### config.mk
export PLATFORM = sky130hd
export DESIGN_NAME = ppm_input_decoder_flat
export DESIGN_NICKNAME = d
export VERILOG_FILES = /design/src/design/ppm_pkg.sv /design/src/design/ppm_if.sv /design/src/design/ppm_input_decoder.sv /design/src/design/ppm_front.sv /design/src/design/ppm_queue.sv /design/src/design/ppm_back.sv /design/src/flat_wrapper.sv
export VERILOG_INCLUDE_DIRS = /design/src /design/src/design
export SDC_FILE = /design/constraint.sdc
export NUM_CORES = 1
export LEC_CHECK = 0
export ABC_AREA = 1
export BUFFER_PORTS_ARGS = -buffer_cell sky130_fd_sc_hd__buf_2
export CAP_MARGIN = 40
export CORE_UTILIZATION = 60
export DETAILED_ROUTE_END_ITERATION = 8
export GPL_TIMING_DRIVEN = 0
export PLACE_DENSITY = 0.86
export SYNTH_ARGS = -nofsm -noshare
export SYNTH_HDL_FRONTEND = slang
export SYNTH_SLANG_ARGS = --single-unit
### constraint.sdc
create_clock -name clk -period 4.3 [get_ports clk]
set_input_delay 0.43 -clock clk [delete_from_list [all_inputs] [get_ports clk]]
set_output_delay 0.43 -clock clk [all_outputs]
set_load 0.005 [all_outputs]
### src/design/ppm_input_decoder_assert.svh
// ----------------------------------------------------------------------------
// PPM input decoder assertion macros
// Shared concurrent assertion forms, clocked on clk and disabled in reset.
// ----------------------------------------------------------------------------
`ifndef PPM_INPUT_DECODER_ASSERT_SVH
`define PPM_INPUT_DECODER_ASSERT_SVH

// Same-cycle implication.
`define PPM_ASSERT_IMPL(lbl, ante, cons) \
	lbl: assert property (@(posedge clk) disable iff (!arst_n) (ante) |-> (cons)) \
		else $error("ppm_input_decoder: assertion failed");

// Next-cycle implication.
`define PPM_ASSERT_NEXT(lbl, ante, cons) \
	lbl: assert property (@(posedge clk) disable iff (!arst_n) (ante) |=> (cons)) \
		else $error("ppm_input_decoder: assertion failed");

`endif

### src/design/ppm_pkg.sv
`timescale 1ns / 1ps
// ----------------------------------------------------------------------------
// PPM decoder package
// Register indexes, reset values, limits and the result record.
// ----------------------------------------------------------------------------
package ppm_pkg;

	localparam int unsigned MaxChannels = 20;
	localparam int unsigned QueueDepth  = 4;

	localparam logic [5:0]  CntSat          = 6'd63;
	localparam logic [15:0] MinWidthReset   = 16'd1800;
	localparam logic [15:0] MaxWidthReset   = 16'd4200;
	localparam logic [15:0] SyncWidthReset  = 16'd5500;
	localparam logic [15:0] CounterTopReset = 16'd65535;

	localparam logic KindSample = 1'b0;
	localparam logic KindSync   = 1'b1;

	typedef enum logic [2:0] {
		REG_MIN_WIDTH   = 3'd0,
		REG_MAX_WIDTH   = 3'd1,
		REG_SYNC_WIDTH  = 3'd2,
		REG_COUNTER_TOP = 3'd3,
		REG_SKIP_CHAN_A = 3'd4,
		REG_SKIP_CHAN_B = 3'd5,
		REG_SKIP_CHAN_C = 3'd6
	} cfg_reg_t;

	typedef struct packed {
		logic [15:0] min_width;
		logic [15:0] max_width;
		logic [15:0] sync_width;
		logic [15:0] counter_top;
		logic [4:0]  skip_chan_a;
		logic [4:0]  skip_chan_b;
		logic [4:0]  skip_chan_c;
	} cfg_t;

	typedef struct packed {
		logic        kind;
		logic [4:0]  channel_index;
		logic [15:0] pulse_width;
		logic [5:0]  channels_seen;
	} result_t;

endpackage

### src/design/ppm_if.sv
`timescale 1ns / 1ps
// ----------------------------------------------------------------------------
// PPM decoder channel interfaces
// Capture input, result output and register write channels.
// ----------------------------------------------------------------------------
interface ppm_in_if;
	logic        valid;
	logic        ready;
	logic [15:0] capture_time;

	modport source (output valid, output capture_time, input ready);
	modport sink (input valid, input capture_time, output ready);
endinterface

interface ppm_out_if;
	logic        valid;
	logic        ready;
	logic        kind;
	logic [4:0]  channel_index;
	logic [15:0] pulse_width;
	logic [5:0]  channels_seen;

	modport source (output valid, output kind, output channel_index, output pulse_width,
		output channels_seen, input ready);
	modport sink (input valid, input kind, input channel_index, input pulse_width,
		input channels_seen, output ready);
endinterface

interface ppm_cfg_if;
	logic        valid;
	logic        ready;
	logic [2:0]  index;
	logic [15:0] data;

	modport source (output valid, output index, output data, input ready);
	modport sink (input valid, input index, input data, output ready);
endinterface

### src/design/ppm_input_decoder.sv
// Path: an accepted capture is registered in the interval stage, then pushed
// into the queue, then loaded into the output register that drives the result
// channel.
// Throughput: one capture per cycle; the front end stalls only when the queue is
// full and the queue fills only while the output channel is held off.
// Reset: arst_n clears the previous timestamp, channel counter, queue and output
// valid, and loads the register defaults; no clearing pass is needed.
`timescale 1ns / 1ps
// ----------------------------------------------------------------------------
// PPM input decoder
// Decodes a PPM pulse train from input-capture timestamps into channel samples
// and frame sync reports.
// ----------------------------------------------------------------------------
module ppm_input_decoder #(
	parameter int unsigned QUEUE_DEPTH = ppm_pkg::QueueDepth
) (
	input  logic      clk,
	input  logic      arst_n,
	ppm_in_if.sink    capture,
	ppm_cfg_if.sink   cfg,
	ppm_out_if.source result
);
	import ppm_pkg::*;

	// Register file. Writes are taken every cycle; the decoder is expected to be
	// idle whenever a register changes, so no shadowing is done here.
	cfg_t    cfg_q;

	// Request path from the front end through the queue to the output register.
	result_t push_data;
	logic    push_valid;
	logic    push_ready;
	result_t pop_data;
	logic    pop_valid;
	logic    pop_ready;

	assign cfg.ready = 1'b1;

	always_ff @(posedge clk or negedge arst_n) begin
		if (!arst_n) begin
			cfg_q.min_width   <= MinWidthReset;
			cfg_q.max_width   <= MaxWidthReset;
			cfg_q.sync_width  <= SyncWidthReset;
			cfg_q.counter_top <= CounterTopReset;
			cfg_q.skip_chan_a <= '0;
			cfg_q.skip_chan_b <= '0;
			cfg_q.skip_chan_c <= '0;
		end else if (cfg.valid && cfg.ready) begin
			// Indexes past the last register fall into the default arm and are dropped.
			case (cfg_reg_t'(cfg.index))
				REG_MIN_WIDTH: begin
					cfg_q.min_width <= cfg.data;
				end
				REG_MAX_WIDTH: begin
					cfg_q.max_width <= cfg.data;
				end
				REG_SYNC_WIDTH: begin
					cfg_q.sync_width <= cfg.data;
				end
				REG_COUNTER_TOP: begin
					cfg_q.counter_top <= cfg.data;
				end
				REG_SKIP_CHAN_A: begin
					cfg_q.skip_chan_a <= cfg.data[4:0];
				end
				REG_SKIP_CHAN_B: begin
					cfg_q.skip_chan_b <= cfg.data[4:0];
				end
				REG_SKIP_CHAN_C: begin
					cfg_q.skip_chan_c <= cfg.data[4:0];
				end
				default: begin
				end
			endcase
		end
	end

	// The front end measures each interval, then classifies it against the
	// thresholds while it owns the channel counter. Only items that produce a
	// result are pushed; excluded channels and short pulses stop here.
	ppm_front u_front (
		.clk        (clk),
		.arst_n     (arst_n),
		.capture    (capture),
		.cfg_regs   (cfg_q),
		.push_data  (push_data),
		.push_valid (push_valid),
		.push_ready (push_ready)
	);

	// The queue decouples the two sides so that a stalled output does not
	// immediately stop capture intake.
	ppm_queue #(
		.DEPTH (QUEUE_DEPTH)
	) u_queue (
		.clk        (clk),
		.arst_n     (arst_n),
		.push_data  (push_data),
		.push_valid (push_valid),
		.push_ready (push_ready),
		.pop_data   (pop_data),
		.pop_valid  (pop_valid),
		.pop_ready  (pop_ready)
	);

	// The output register accepts a new result in the same cycle the previous
	// one is taken.
	ppm_back u_back (
		.clk       (clk),
		.arst_n    (arst_n),
		.pop_data  (pop_data),
		.pop_valid (pop_valid),
		.pop_ready (pop_ready),
		.result    (result)
	);

endmodule

### src/design/ppm_front.sv
`timescale 1ns / 1ps
// ----------------------------------------------------------------------------
// PPM decoder front end
// Measures edge intervals, classifies them and keeps the channel counter.
// ----------------------------------------------------------------------------
`include "ppm_input_decoder_assert.svh"

module ppm_front (
	input  logic           clk,
	input  logic           arst_n,
	ppm_in_if.sink         capture,
	input  ppm_pkg::cfg_t  cfg_regs,
	output ppm_pkg::result_t push_data,
	output logic           push_valid,
	input  logic           push_ready
);
	import ppm_pkg::*;

	logic [15:0] prev_capture_q;
	logic [5:0]  chan_cnt_q;
	logic        valid_s1;
	logic [15:0] width_s1;

	logic [15:0] width_d;
	logic        is_sync;
	logic        in_range;
	logic        above_min;
	logic        excluded;
	logic [4:0]  chan_one;
	logic        adv_s1;

	// Interval with wrap at the timer top, kept modulo 2^16.
	always_comb begin
		if (prev_capture_q > capture.capture_time) begin
			width_d = 16'(capture.capture_time + cfg_regs.counter_top - prev_capture_q);
		end else begin
			width_d = 16'(capture.capture_time - prev_capture_q);
		end
	end

	always_comb begin
		is_sync   = width_s1 > cfg_regs.sync_width;
		above_min = width_s1 > cfg_regs.min_width;
		in_range  = (chan_cnt_q < 6'(MaxChannels)) && above_min &&
			(width_s1 < cfg_regs.max_width);
		chan_one  = 5'(chan_cnt_q) + 5'd1;
		excluded  = (chan_one == cfg_regs.skip_chan_a) ||
			(chan_one == cfg_regs.skip_chan_b) ||
			(chan_one == cfg_regs.skip_chan_c);
	end

	always_comb begin
		push_data = '0;
		push_data.pulse_width = width_s1;
		if (is_sync) begin
			push_data.kind          = KindSync;
			push_data.channels_seen = chan_cnt_q;
		end else begin
			push_data.kind          = KindSample;
			push_data.channel_index = 5'(chan_cnt_q);
		end
	end

	assign push_valid    = valid_s1 && (is_sync || (in_range && !excluded));
	assign adv_s1        = valid_s1 && (push_ready || !push_valid);
	assign capture.ready = !valid_s1 || adv_s1;

	always_ff @(posedge clk or negedge arst_n) begin
		if (!arst_n) begin
			prev_capture_q <= '0;
			chan_cnt_q     <= '0;
			valid_s1       <= 1'b0;
		end else begin
			if (capture.valid && capture.ready) begin
				prev_capture_q <= capture.capture_time;
				valid_s1       <= 1'b1;
			end else if (adv_s1) begin
				valid_s1 <= 1'b0;
			end
			if (adv_s1) begin
				if (is_sync) begin
					chan_cnt_q <= '0;
				end else if (above_min && chan_cnt_q < CntSat) begin
					chan_cnt_q <= chan_cnt_q + 6'd1;
				end
			end
		end
	end

	always_ff @(posedge clk) begin
		if (capture.valid && capture.ready) begin
			width_s1 <= width_d;
		end
	end

	`PPM_ASSERT_NEXT(a_sync_clears_count, adv_s1 && is_sync, chan_cnt_q == 6'd0)
	`PPM_ASSERT_IMPL(a_sample_in_frame, push_valid && push_data.kind == KindSample,
		push_data.channel_index < 5'(MaxChannels))

endmodule

### src/design/ppm_queue.sv
`timescale 1ns / 1ps
// ----------------------------------------------------------------------------
// PPM decoder result queue
// Small first-in first-out buffer between front end and output stage.
// ----------------------------------------------------------------------------
`include "ppm_input_decoder_assert.svh"

module ppm_queue #(
	parameter int unsigned DEPTH = ppm_pkg::QueueDepth
) (
	input  logic             clk,
	input  logic             arst_n,
	input  ppm_pkg::result_t push_data,
	input  logic             push_valid,
	output logic             push_ready,
	output ppm_pkg::result_t pop_data,
	output logic             pop_valid,
	input  logic             pop_ready
);
	import ppm_pkg::*;

	localparam int unsigned PtrW = (DEPTH > 1) ? $clog2(DEPTH) : 1;
	localparam int unsigned CntW = $clog2(DEPTH + 1);

	result_t         entries_q [DEPTH];
	logic [PtrW-1:0] wr_ptr_q;
	logic [PtrW-1:0] rd_ptr_q;
	logic [CntW-1:0] count_q;
	logic            do_push;
	logic            do_pop;

	assign push_ready = count_q != CntW'(DEPTH);
	assign pop_valid  = count_q != '0;
	assign pop_data   = entries_q[rd_ptr_q];
	assign do_push    = push_valid && push_ready;
	assign do_pop     = pop_valid && pop_ready;

	always_ff @(posedge clk or negedge arst_n) begin
		if (!arst_n) begin
			wr_ptr_q <= '0;
			rd_ptr_q <= '0;
			count_q  <= '0;
		end else begin
			if (do_push) begin
				wr_ptr_q <= (wr_ptr_q == PtrW'(DEPTH - 1)) ? '0 : wr_ptr_q + 1'b1;
			end
			if (do_pop) begin
				rd_ptr_q <= (rd_ptr_q == PtrW'(DEPTH - 1)) ? '0 : rd_ptr_q + 1'b1;
			end
			if (do_push && !do_pop) begin
				count_q <= count_q + 1'b1;
			end else if (do_pop && !do_push) begin
				count_q <= count_q - 1'b1;
			end
		end
	end

	always_ff @(posedge clk) begin
		if (do_push) begin
			entries_q[wr_ptr_q] <= push_data;
		end
	end

	`PPM_ASSERT_IMPL(a_count_bounded, 1'b1, count_q <= CntW'(DEPTH))
	`PPM_ASSERT_NEXT(a_count_grows, do_push && !do_pop, count_q == $past(count_q) + 1'b1)

endmodule

### src/design/ppm_back.sv
`timescale 1ns / 1ps
// ----------------------------------------------------------------------------
// PPM decoder output stage
// Registers the queue head and presents it on the result channel.
// ----------------------------------------------------------------------------
module ppm_back (
	input  logic             clk,
	input  logic             arst_n,
	input  ppm_pkg::result_t pop_data,
	input  logic             pop_valid,
	output logic             pop_ready,
	ppm_out_if.source        result
);
	import ppm_pkg::*;

	logic    out_valid_q;
	result_t out_data_q;

	assign pop_ready = !out_valid_q || result.ready;

	always_ff @(posedge clk or negedge arst_n) begin
		if (!arst_n) begin
			out_valid_q <= 1'b0;
		end else if (pop_ready) begin
			out_valid_q <= pop_valid;
		end
	end

	always_ff @(posedge clk) begin
		if (pop_ready && pop_valid) begin
			out_data_q <= pop_data;
		end
	end

	assign result.valid         = out_valid_q;
	assign result.kind          = out_data_q.kind;
	assign result.channel_index = out_data_q.channel_index;
	assign result.pulse_width   = out_data_q.pulse_width;
	assign result.channels_seen = out_data_q.channels_seen;

endmodule

### src/flat_wrapper.sv
// flat-port wrapper written by rule: the top's interface ports become plain ports
module ppm_input_decoder_flat import ppm_pkg::*;
#(
	parameter int unsigned QUEUE_DEPTH = ppm_pkg::QueueDepth
)
  (clk, arst_n, capture_valid, capture_capture_time, capture_ready, cfg_valid, cfg_index, cfg_data, cfg_ready, result_valid, result_kind, result_channel_index, result_pulse_width, result_channels_seen, result_ready);
  ppm_in_if capture_i ();
  ppm_cfg_if cfg_i ();
  ppm_out_if result_i ();
  input  logic clk;
  input  logic arst_n;
  input wire logic [$bits(capture_i.valid)-1:0] capture_valid;
  input wire logic [$bits(capture_i.capture_time)-1:0] capture_capture_time;
  output wire logic [$bits(capture_i.ready)-1:0] capture_ready;
  input wire logic [$bits(cfg_i.valid)-1:0] cfg_valid;
  input wire logic [$bits(cfg_i.index)-1:0] cfg_index;
  input wire logic [$bits(cfg_i.data)-1:0] cfg_data;
  output wire logic [$bits(cfg_i.ready)-1:0] cfg_ready;
  output wire logic [$bits(result_i.valid)-1:0] result_valid;
  output wire logic [$bits(result_i.kind)-1:0] result_kind;
  output wire logic [$bits(result_i.channel_index)-1:0] result_channel_index;
  output wire logic [$bits(result_i.pulse_width)-1:0] result_pulse_width;
  output wire logic [$bits(result_i.channels_seen)-1:0] result_channels_seen;
  input wire logic [$bits(result_i.ready)-1:0] result_ready;
  assign capture_i.valid = capture_valid;
  assign capture_i.capture_time = capture_capture_time;
  assign capture_ready = capture_i.ready;
  assign cfg_i.valid = cfg_valid;
  assign cfg_i.index = cfg_index;
  assign cfg_i.data = cfg_data;
  assign cfg_ready = cfg_i.ready;
  assign result_valid = result_i.valid;
  assign result_kind = result_i.kind;
  assign result_channel_index = result_i.channel_index;
  assign result_pulse_width = result_i.pulse_width;
  assign result_channels_seen = result_i.channels_seen;
  assign result_i.ready = result_ready;
  ppm_input_decoder #(.QUEUE_DEPTH(QUEUE_DEPTH)) u_core (.clk(clk), .arst_n(arst_n), .capture(capture_i), .cfg(cfg_i), .result(result_i));
endmodule
Word level (Yosys, flattened, before mapping):

Memories as Yosys holds them, arrays and structs flattened. A register that Yosys moved wholly into a read port is not among the register bits.
Index checks and enable logic that the tools add are counted.

* output and inout bits: 31
* input port bits: 40
* bits in writable memories: 112
* flip-flop bits (word level): 126
* logic and storage cells: 93
* memories kept: 1

Memories
* u_core.u_queue.entries_q: words 4, bits a word 28, read ports 1, clocked after memory_dff 1, wr ports 1, line ppm_queue.sv:25 `result_t entries_q [DEPTH];`

* order comparisons: 6
* reduce and logical (&&, ||, !) cells: 36
* add/subtract/negate cells: 9
* mux-type cells: 14
* eq/ne operators: 12

Operators by type and width (number)
* $gt A16 B16 Y1: 3
* $sub A16 B16 Y16: 2
* $mux W6: 3
* $add A16 B16 Y16: 1
* $lt A16 B16 Y1: 1
* $mux W16: 1
* $reduce_and A2 Y1: 8
* $eq A5 B5 Y1: 3
* $logic_and A1 B1 Y1: 11
* $eq A3 B3 Y1 const B: 3
* $add A6 B1 Y6 const B: 1
* $eq A3 B2 Y1 const B: 2
* $logic_not A1 Y1: 6
* $logic_or A1 B1 Y1: 6
* $lt A6 B5 Y1 const B: 1
* $lt A6 B6 Y1 const B: 1
* $mux W3: 2
* $reduce_bool A2 Y1: 3
* $add A5 B1 Y5 const B: 1
* $mux W1: 5
* $mux W5: 1
* $add A2 B1 Y2 const B: 2
* $eq A2 B2 Y1 const B: 2
* $mux W2: 2
* 6 further kinds: 6

Depth between registers and ports, before layout:

* depth after elaboration: 14
* gate-level depth with buffers: 23

Cells and area by module:

A second synthesis with hierarchy kept.

* cell total of the unflattened synthesis: 1513
* area total of the unflattened synthesis: 14323.7 µm²

By module, submodules not included
* ppm_front: times used 1, area an instance 5163.7 µm², cells an instance 737
* ppm_queue: times used 1, area an instance 5073.6 µm², cells an instance 385
* ppm_input_decoder: times used 1, area an instance 3200.6 µm², cells an instance 357
* ppm_back: times used 1, area an instance 885.8 µm², cells an instance 34

Worst setup path after synthesis:

No wires, ideal clock.

* path kind: register -> register
* from: register u_core.u_queue.count_q[0]
* to: register u_core.u_queue.count_q[1]
* stages on the path, launching flop included: 9
* data required time: 4177 ps
* path slack: 915 ps
* data arrival time: 3262 ps
* period minus slack after synthesis: 3385 ps
* buffers on the path: 0
* path through: dfrtp_1 > inv_1 > a31oi_1 > inv_1 > ha_1 > inv_1 > fa_1 > nor2_1 > a21oi_1

* word-level cells in the longest chain between the ends: 5
* elaborated cells on any way between the ends: 13

Ends and longest elaborated chain
* start, declared: line ppm_queue.sv:28 `logic [CntW-1:0] count_q;`
* start signal, assigned: line ppm_queue.sv:51 `count_q <= count_q + 1'b1;`
* start signal, assigned: line ppm_queue.sv:53 `count_q <= count_q - 1'b1;`
* $reduce_bool A3 Y1 (*): line ppm_queue.sv:33 `assign pop_valid = count_q != '0;`
* $logic_and A1 B1 Y1 (*): line ppm_queue.sv:36 `assign do_pop = pop_valid && pop_ready;`
* via u_core.u_queue.do_pop: line ppm_queue.sv:30 `logic do_pop;`
* $logic_not A1 Y1: line ppm_queue.sv:50 `if (do_push && !do_pop) begin`
* $logic_and A1 B1 Y1: line ppm_queue.sv:50
* $mux W3 / $reduce_bool A2 Y1 (equally long branches)

The timed path passes the listed nets; every way through them passes the cells marked *. The select of a mux whose other input is x is not followed.
A chain may end at the register's enable or synchronous reset.

Final worst setup path:

* from: register u_core.u_front.width_s1[11]
* to: output port capture_ready

* word-level cells in the longest chain between the ends: 10
* elaborated cells on any way between the ends: 12

Ends and longest elaborated chain
* start, declared: line ppm_front.sv:22 `logic [15:0] width_s1;`
* start signal, assigned: line ppm_front.sv:92 `width_s1 <= width_d;`
* $gt A16 B16 Y1: line ppm_front.sv:43 `above_min = width_s1 > cfg_regs.min_width;`
* $logic_and A1 B1 Y1 (2 in a row): line ppm_front.sv:44 `in_range = (chan_cnt_q < 6'(MaxChannels)) && above_min &&`
* $logic_and A1 B1 Y1: line ppm_front.sv:64 `assign push_valid = valid_s1 && (is_sync || (in_range && !excluded));`
* $logic_or A1 B1 Y1 (*): line ppm_front.sv:64
* $logic_and A1 B1 Y1 (*): line ppm_front.sv:64
* $logic_not A1 Y1 (*): line ppm_front.sv:65 `assign adv_s1 = valid_s1 && (push_ready || !push_valid);`
* $logic_or A1 B1 Y1 (*): line ppm_front.sv:65
* $logic_and A1 B1 Y1 (*): line ppm_front.sv:65
* $logic_or A1 B1 Y1 (*): line ppm_front.sv:66 `assign capture.ready = !valid_s1 || adv_s1;`
* end, declared: line flat_wrapper.sv:14 `output wire logic [$bits(capture_i.ready)-1:0] capture_ready;`

Every way passes the cells marked *; elsewhere a longest branch is shown, timed or not.

==> flow_summary_export.csv <==
group,metric,value,unit
drt,via_per_inst,5.61,
placement,place.gp.congestion,0.954,
worst_setup_path,worstSetupStartpoint,"u_core.u_front.width_s1[11]",
worst_setup_path,worstRegToRegCells,17,
layout,fin_area,0.0151,mm^2
clock_tree,cts_resized,0,
clock_tree,path_clk_slew,0.07,ns
sta,finClkSkew,0.0211,ns
layout,instances_no_fill,1775,
synth,synth_seq_cells,266,
drt,wirelength,30400,um
worst_setup_path,crit_chain,"ha_1 -> nand2_1 -> inv_1 -> nand3_1 -> a31oi_1 -> nor3b_1 -> nand2_1 -> nand2_1 -> nand2_2 -> nand3_4 -> buf_4 -> buf_2",
worst_setup_path,critPathMaxFanout,10,
sta,rsz0062_at_grt,"false",
drt,wl_per_cell,17.1,um
worst_setup_path,required,3.87,ns
power,peakVddDrop,0.450,mV
clock_tree,insertion_delay,0.55,ns
drt,dr.pass1.iters,7,
die,dieWidth,152,um
synth,synthFlopType,"edfxtp_1",
grt,grt_antenna_before_repair,0,
layout,nets,1617,
grt,track_usage,27.7,%
layout,layout-drive-gt1-share,11.3,%
synth,synthCells,1372,
worst_setup_path,cp.buffers_inverters,3,
power,p_leak,6.77,nW
sta,report.final.slew_viol_count,0,
synth,synth.avg_cell_area,9.80,um^2
clock_tree,cts.path.max_buffers,3,
drt,drtIter0Drc,605,
placement,placed_cells,1724,
worst_setup_path,slowest_stage,"edfxtp_1",
clock_tree,root_buffer,"clkbuf_16",
worst_setup_path,cp.arrival,3.27,ns
clock_tree,post-cts-setup-buffer-count,0,
power,finalPower,10.1,mW
synth,ys_types,41,
drt,drc,0,
worst_setup_path,path_common_cell,"nand2_1",
synth,ys_seq_area_share,55.6,%
outcome,status,"complete, no violations",
power,power_density,667,mW/mm^2
run,maxCapViolCount,0,
die,rows,54,
sta,holdWs,0.0719,ns
drt,dr_total_vias,9965,
sta,clock.fmax,270,MHz
grt,grt_pass1_vias,10196,
worst_setup_path,critPathCaptureType,"output pin",
synth,synth_area,0.0134,mm^2
grt,overflow,0,
sta,post-route-period-util,86.0,%
sta,slew_headroom,38.2,%
worst_setup_path,crit_family,"simple AND/OR/NAND/NOR gates",
layout,multi_input_comb_area,0.00512,mm^2
worst_setup_path,r2r_slack,0.67,ns
clock_tree,htree_levels,1,
hold_path,whs_path_depth,2,
layout,final_common_cell,"nand2_1",
worst_setup_path,start_kind,"flip-flop",
sta,worst_pin_slew,0.925,ns
placement,io_buffers,68,
clock_tree,cts_sinks,266,
die,die_area,0.0230,mm^2
clock_tree,cts_tree,"yes",
die,die_h,152,um
sta,setup_viol,0,
worst_setup_path,r2r-end,"u_core.u_queue.count_q[2]",
grt,grt_max_degree,58,
sta,finalCriticalPeriod,3.70,ns
layout,final_cell_mix,"nand2_1 (268), inv_1 (190), o21ai_0 (164), edfxtp_1 (156), nor2_1 (114)",
grt,grt_pass1_wl,49100,um
die,fp.coreArea,0.0219,mm^2
worst_setup_path,worstSetupPathDepth,12,
layout,diodes,0,
synth,synth_edf_count,156,
clock_tree,cts_made_buffers,27,
synth,yosysWarnings,0,
die,pin_count,71,
worst_setup_path,critPathCapture,"capture_ready",
layout,postLayoutCoreUtil,69.1,%
placement,dp_hpwl,21900,um
sta,hold_viol,0,
synth,syn_nets,1515,
synth,synthArstFlopShare,41.4,%
worst_setup_path,rr_startpoint,"u_core.u_front.width_s1[15]",
worst_setup_path,slowest_delay,0.51,ns
drt,final_antenna_net_count,0,
worst_setup_path,crit_type,"flip-flop to output pin",
hold_path,hp-class,"input port to flip-flop",
placement,dpl_cell_area,0.0143,mm^2
layout,register_area,0.00748,mm^2
layout,fillCellCount,1609,
die,start_util,61.4,%
layout,synthToLayoutAreaGrowth,12.4,%
[final cells by class]
| type | count | area share [%] |
|---|---|---|
| buffer | 41 | 1.19 |
| clock buffer | 33 | 4.69 |
| clock inverter | 17 | 0.695 |
| inverter | 190 | 4.72 |
| multi-input combinational | 875 | 33.9 |
| sequential | 266 | 49.5 |
| tap | 280 | 2.32 |
| timing repair buffer | 73 | 3.06 |
[power breakdown]
group	total, mW	switching, mW	leakage [nW]	internal [mW]
combinational	3.74	2.37	3.60	1.37
clock	2.18	0.994	0.394	1.18
sequential	4.16	0.449	2.78	3.71
total	10.1	3.82	6.77	6.26
[stage by stage]
| step | worst slack, ns | setup TNS [ns] |
|---|---|---|
| finish | 0.602 | 0 |
| global route | 0.490 | 0 |
| CTS | 0.638 | 0 |
| detailed placement | 0.711 | 0 |
| global placement | -0.202 | -16.70 |
| floorplan | 0.915 | 0 |
[cells in the mapped netlist, types with 4 or more instances]
library cell	instances	area, um^2
a21oi_1	49	245
o22ai_1	28	175
clkbuf_1	31	116
nand2_1	268	1010
nor3_1	6	30.0
a21o_1	6	45.0
edfxtp_1	156	4680
o21ai_0	164	821
inv_1	190	713
a31oi_1	6	37.5
dfrtp_1	78	1950
ha_1	86	1080
dfstp_2	32	841
fa_1	17	340
nand4_1	4	25.0
buf_4	4	30.0
or2_2	5	31.3
nor2_1	118	443
xnor2_1	19	166
nand3_1	57	285
xor2_1	17	149
[cells by family (layout without fill, tap and decap cells)]
group                    count (synthesis)  count (layout)  synth area share (%)
other                                    1               1                0.0279
buffers and inverters                  231             354                  6.64
multiplexers                             1               1                0.0745
adder cells (fa/ha/maj)                103             103                  10.5
flip-flops                             266             266                  55.6
AO/OA/AOI/OAI                          265             265                  10.5
XOR/XNOR                                36              36                  2.35
AND/OR/NAND/NOR                        469             469                  14.2
[per-layer routing]
metal  share of wire, %  wire [um]  GRT usage [%]
met5                  0          0              0
met4                4.0       1210           11.8
met3                5.4       1640           3.62
met2                 52      15700           50.5
met1                 39      11800           32.5
[worst min path at each step]
stage,startpoint,to,slack (ns)
2_1_floorplan,arst_n,u_core.cfg_q[0],0.13
3_3_place_gp,u_core.u_front.prev_capture_q[15],u_core.u_front.prev_capture_q[15],0.45
3_5_place_dp,u_core.u_front.prev_capture_q[15],u_core.u_front.prev_capture_q[15],0.47
4_1_cts,result_ready,u_core.u_back.result.valid,0.05
5_1_grt,result_ready,u_core.u_back.result.valid,0.08
6_report,result_ready,u_core.u_back.result.valid,0.07
[registers in the layout, summed over array words and instances, names as in the netlist]
signal / cells
u_core.u_back.result.channels_seen: 6
u_core.u_back.result.valid: 1
u_core.u_queue.rd_ptr_q: 2
u_core.cfg_q: 79
u_core.u_queue.wr_ptr_q: 2
u_core.u_back.result.channel_index: 5
u_core.u_front.width_s1: 16
u_core.u_front.prev_capture_q: 16
u_core.u_back.result.pulse_width: 16
u_core.u_front.valid_s1: 1
u_core.u_front.chan_cnt_q: 6
u_core.u_queue.count_q: 3
u_core.u_queue.entries_q: 112
u_core.u_back.result.kind: 1
[timing repair]
| item | in CTS | in global routing |
|---|---|---|
| endpoints found under the hold margin | 34 | 0 |
| endpoints found under the setup margin | 0 | 0 |
| hold buffers | 1 | 0 |
Power figures use the tool's default switching activity.
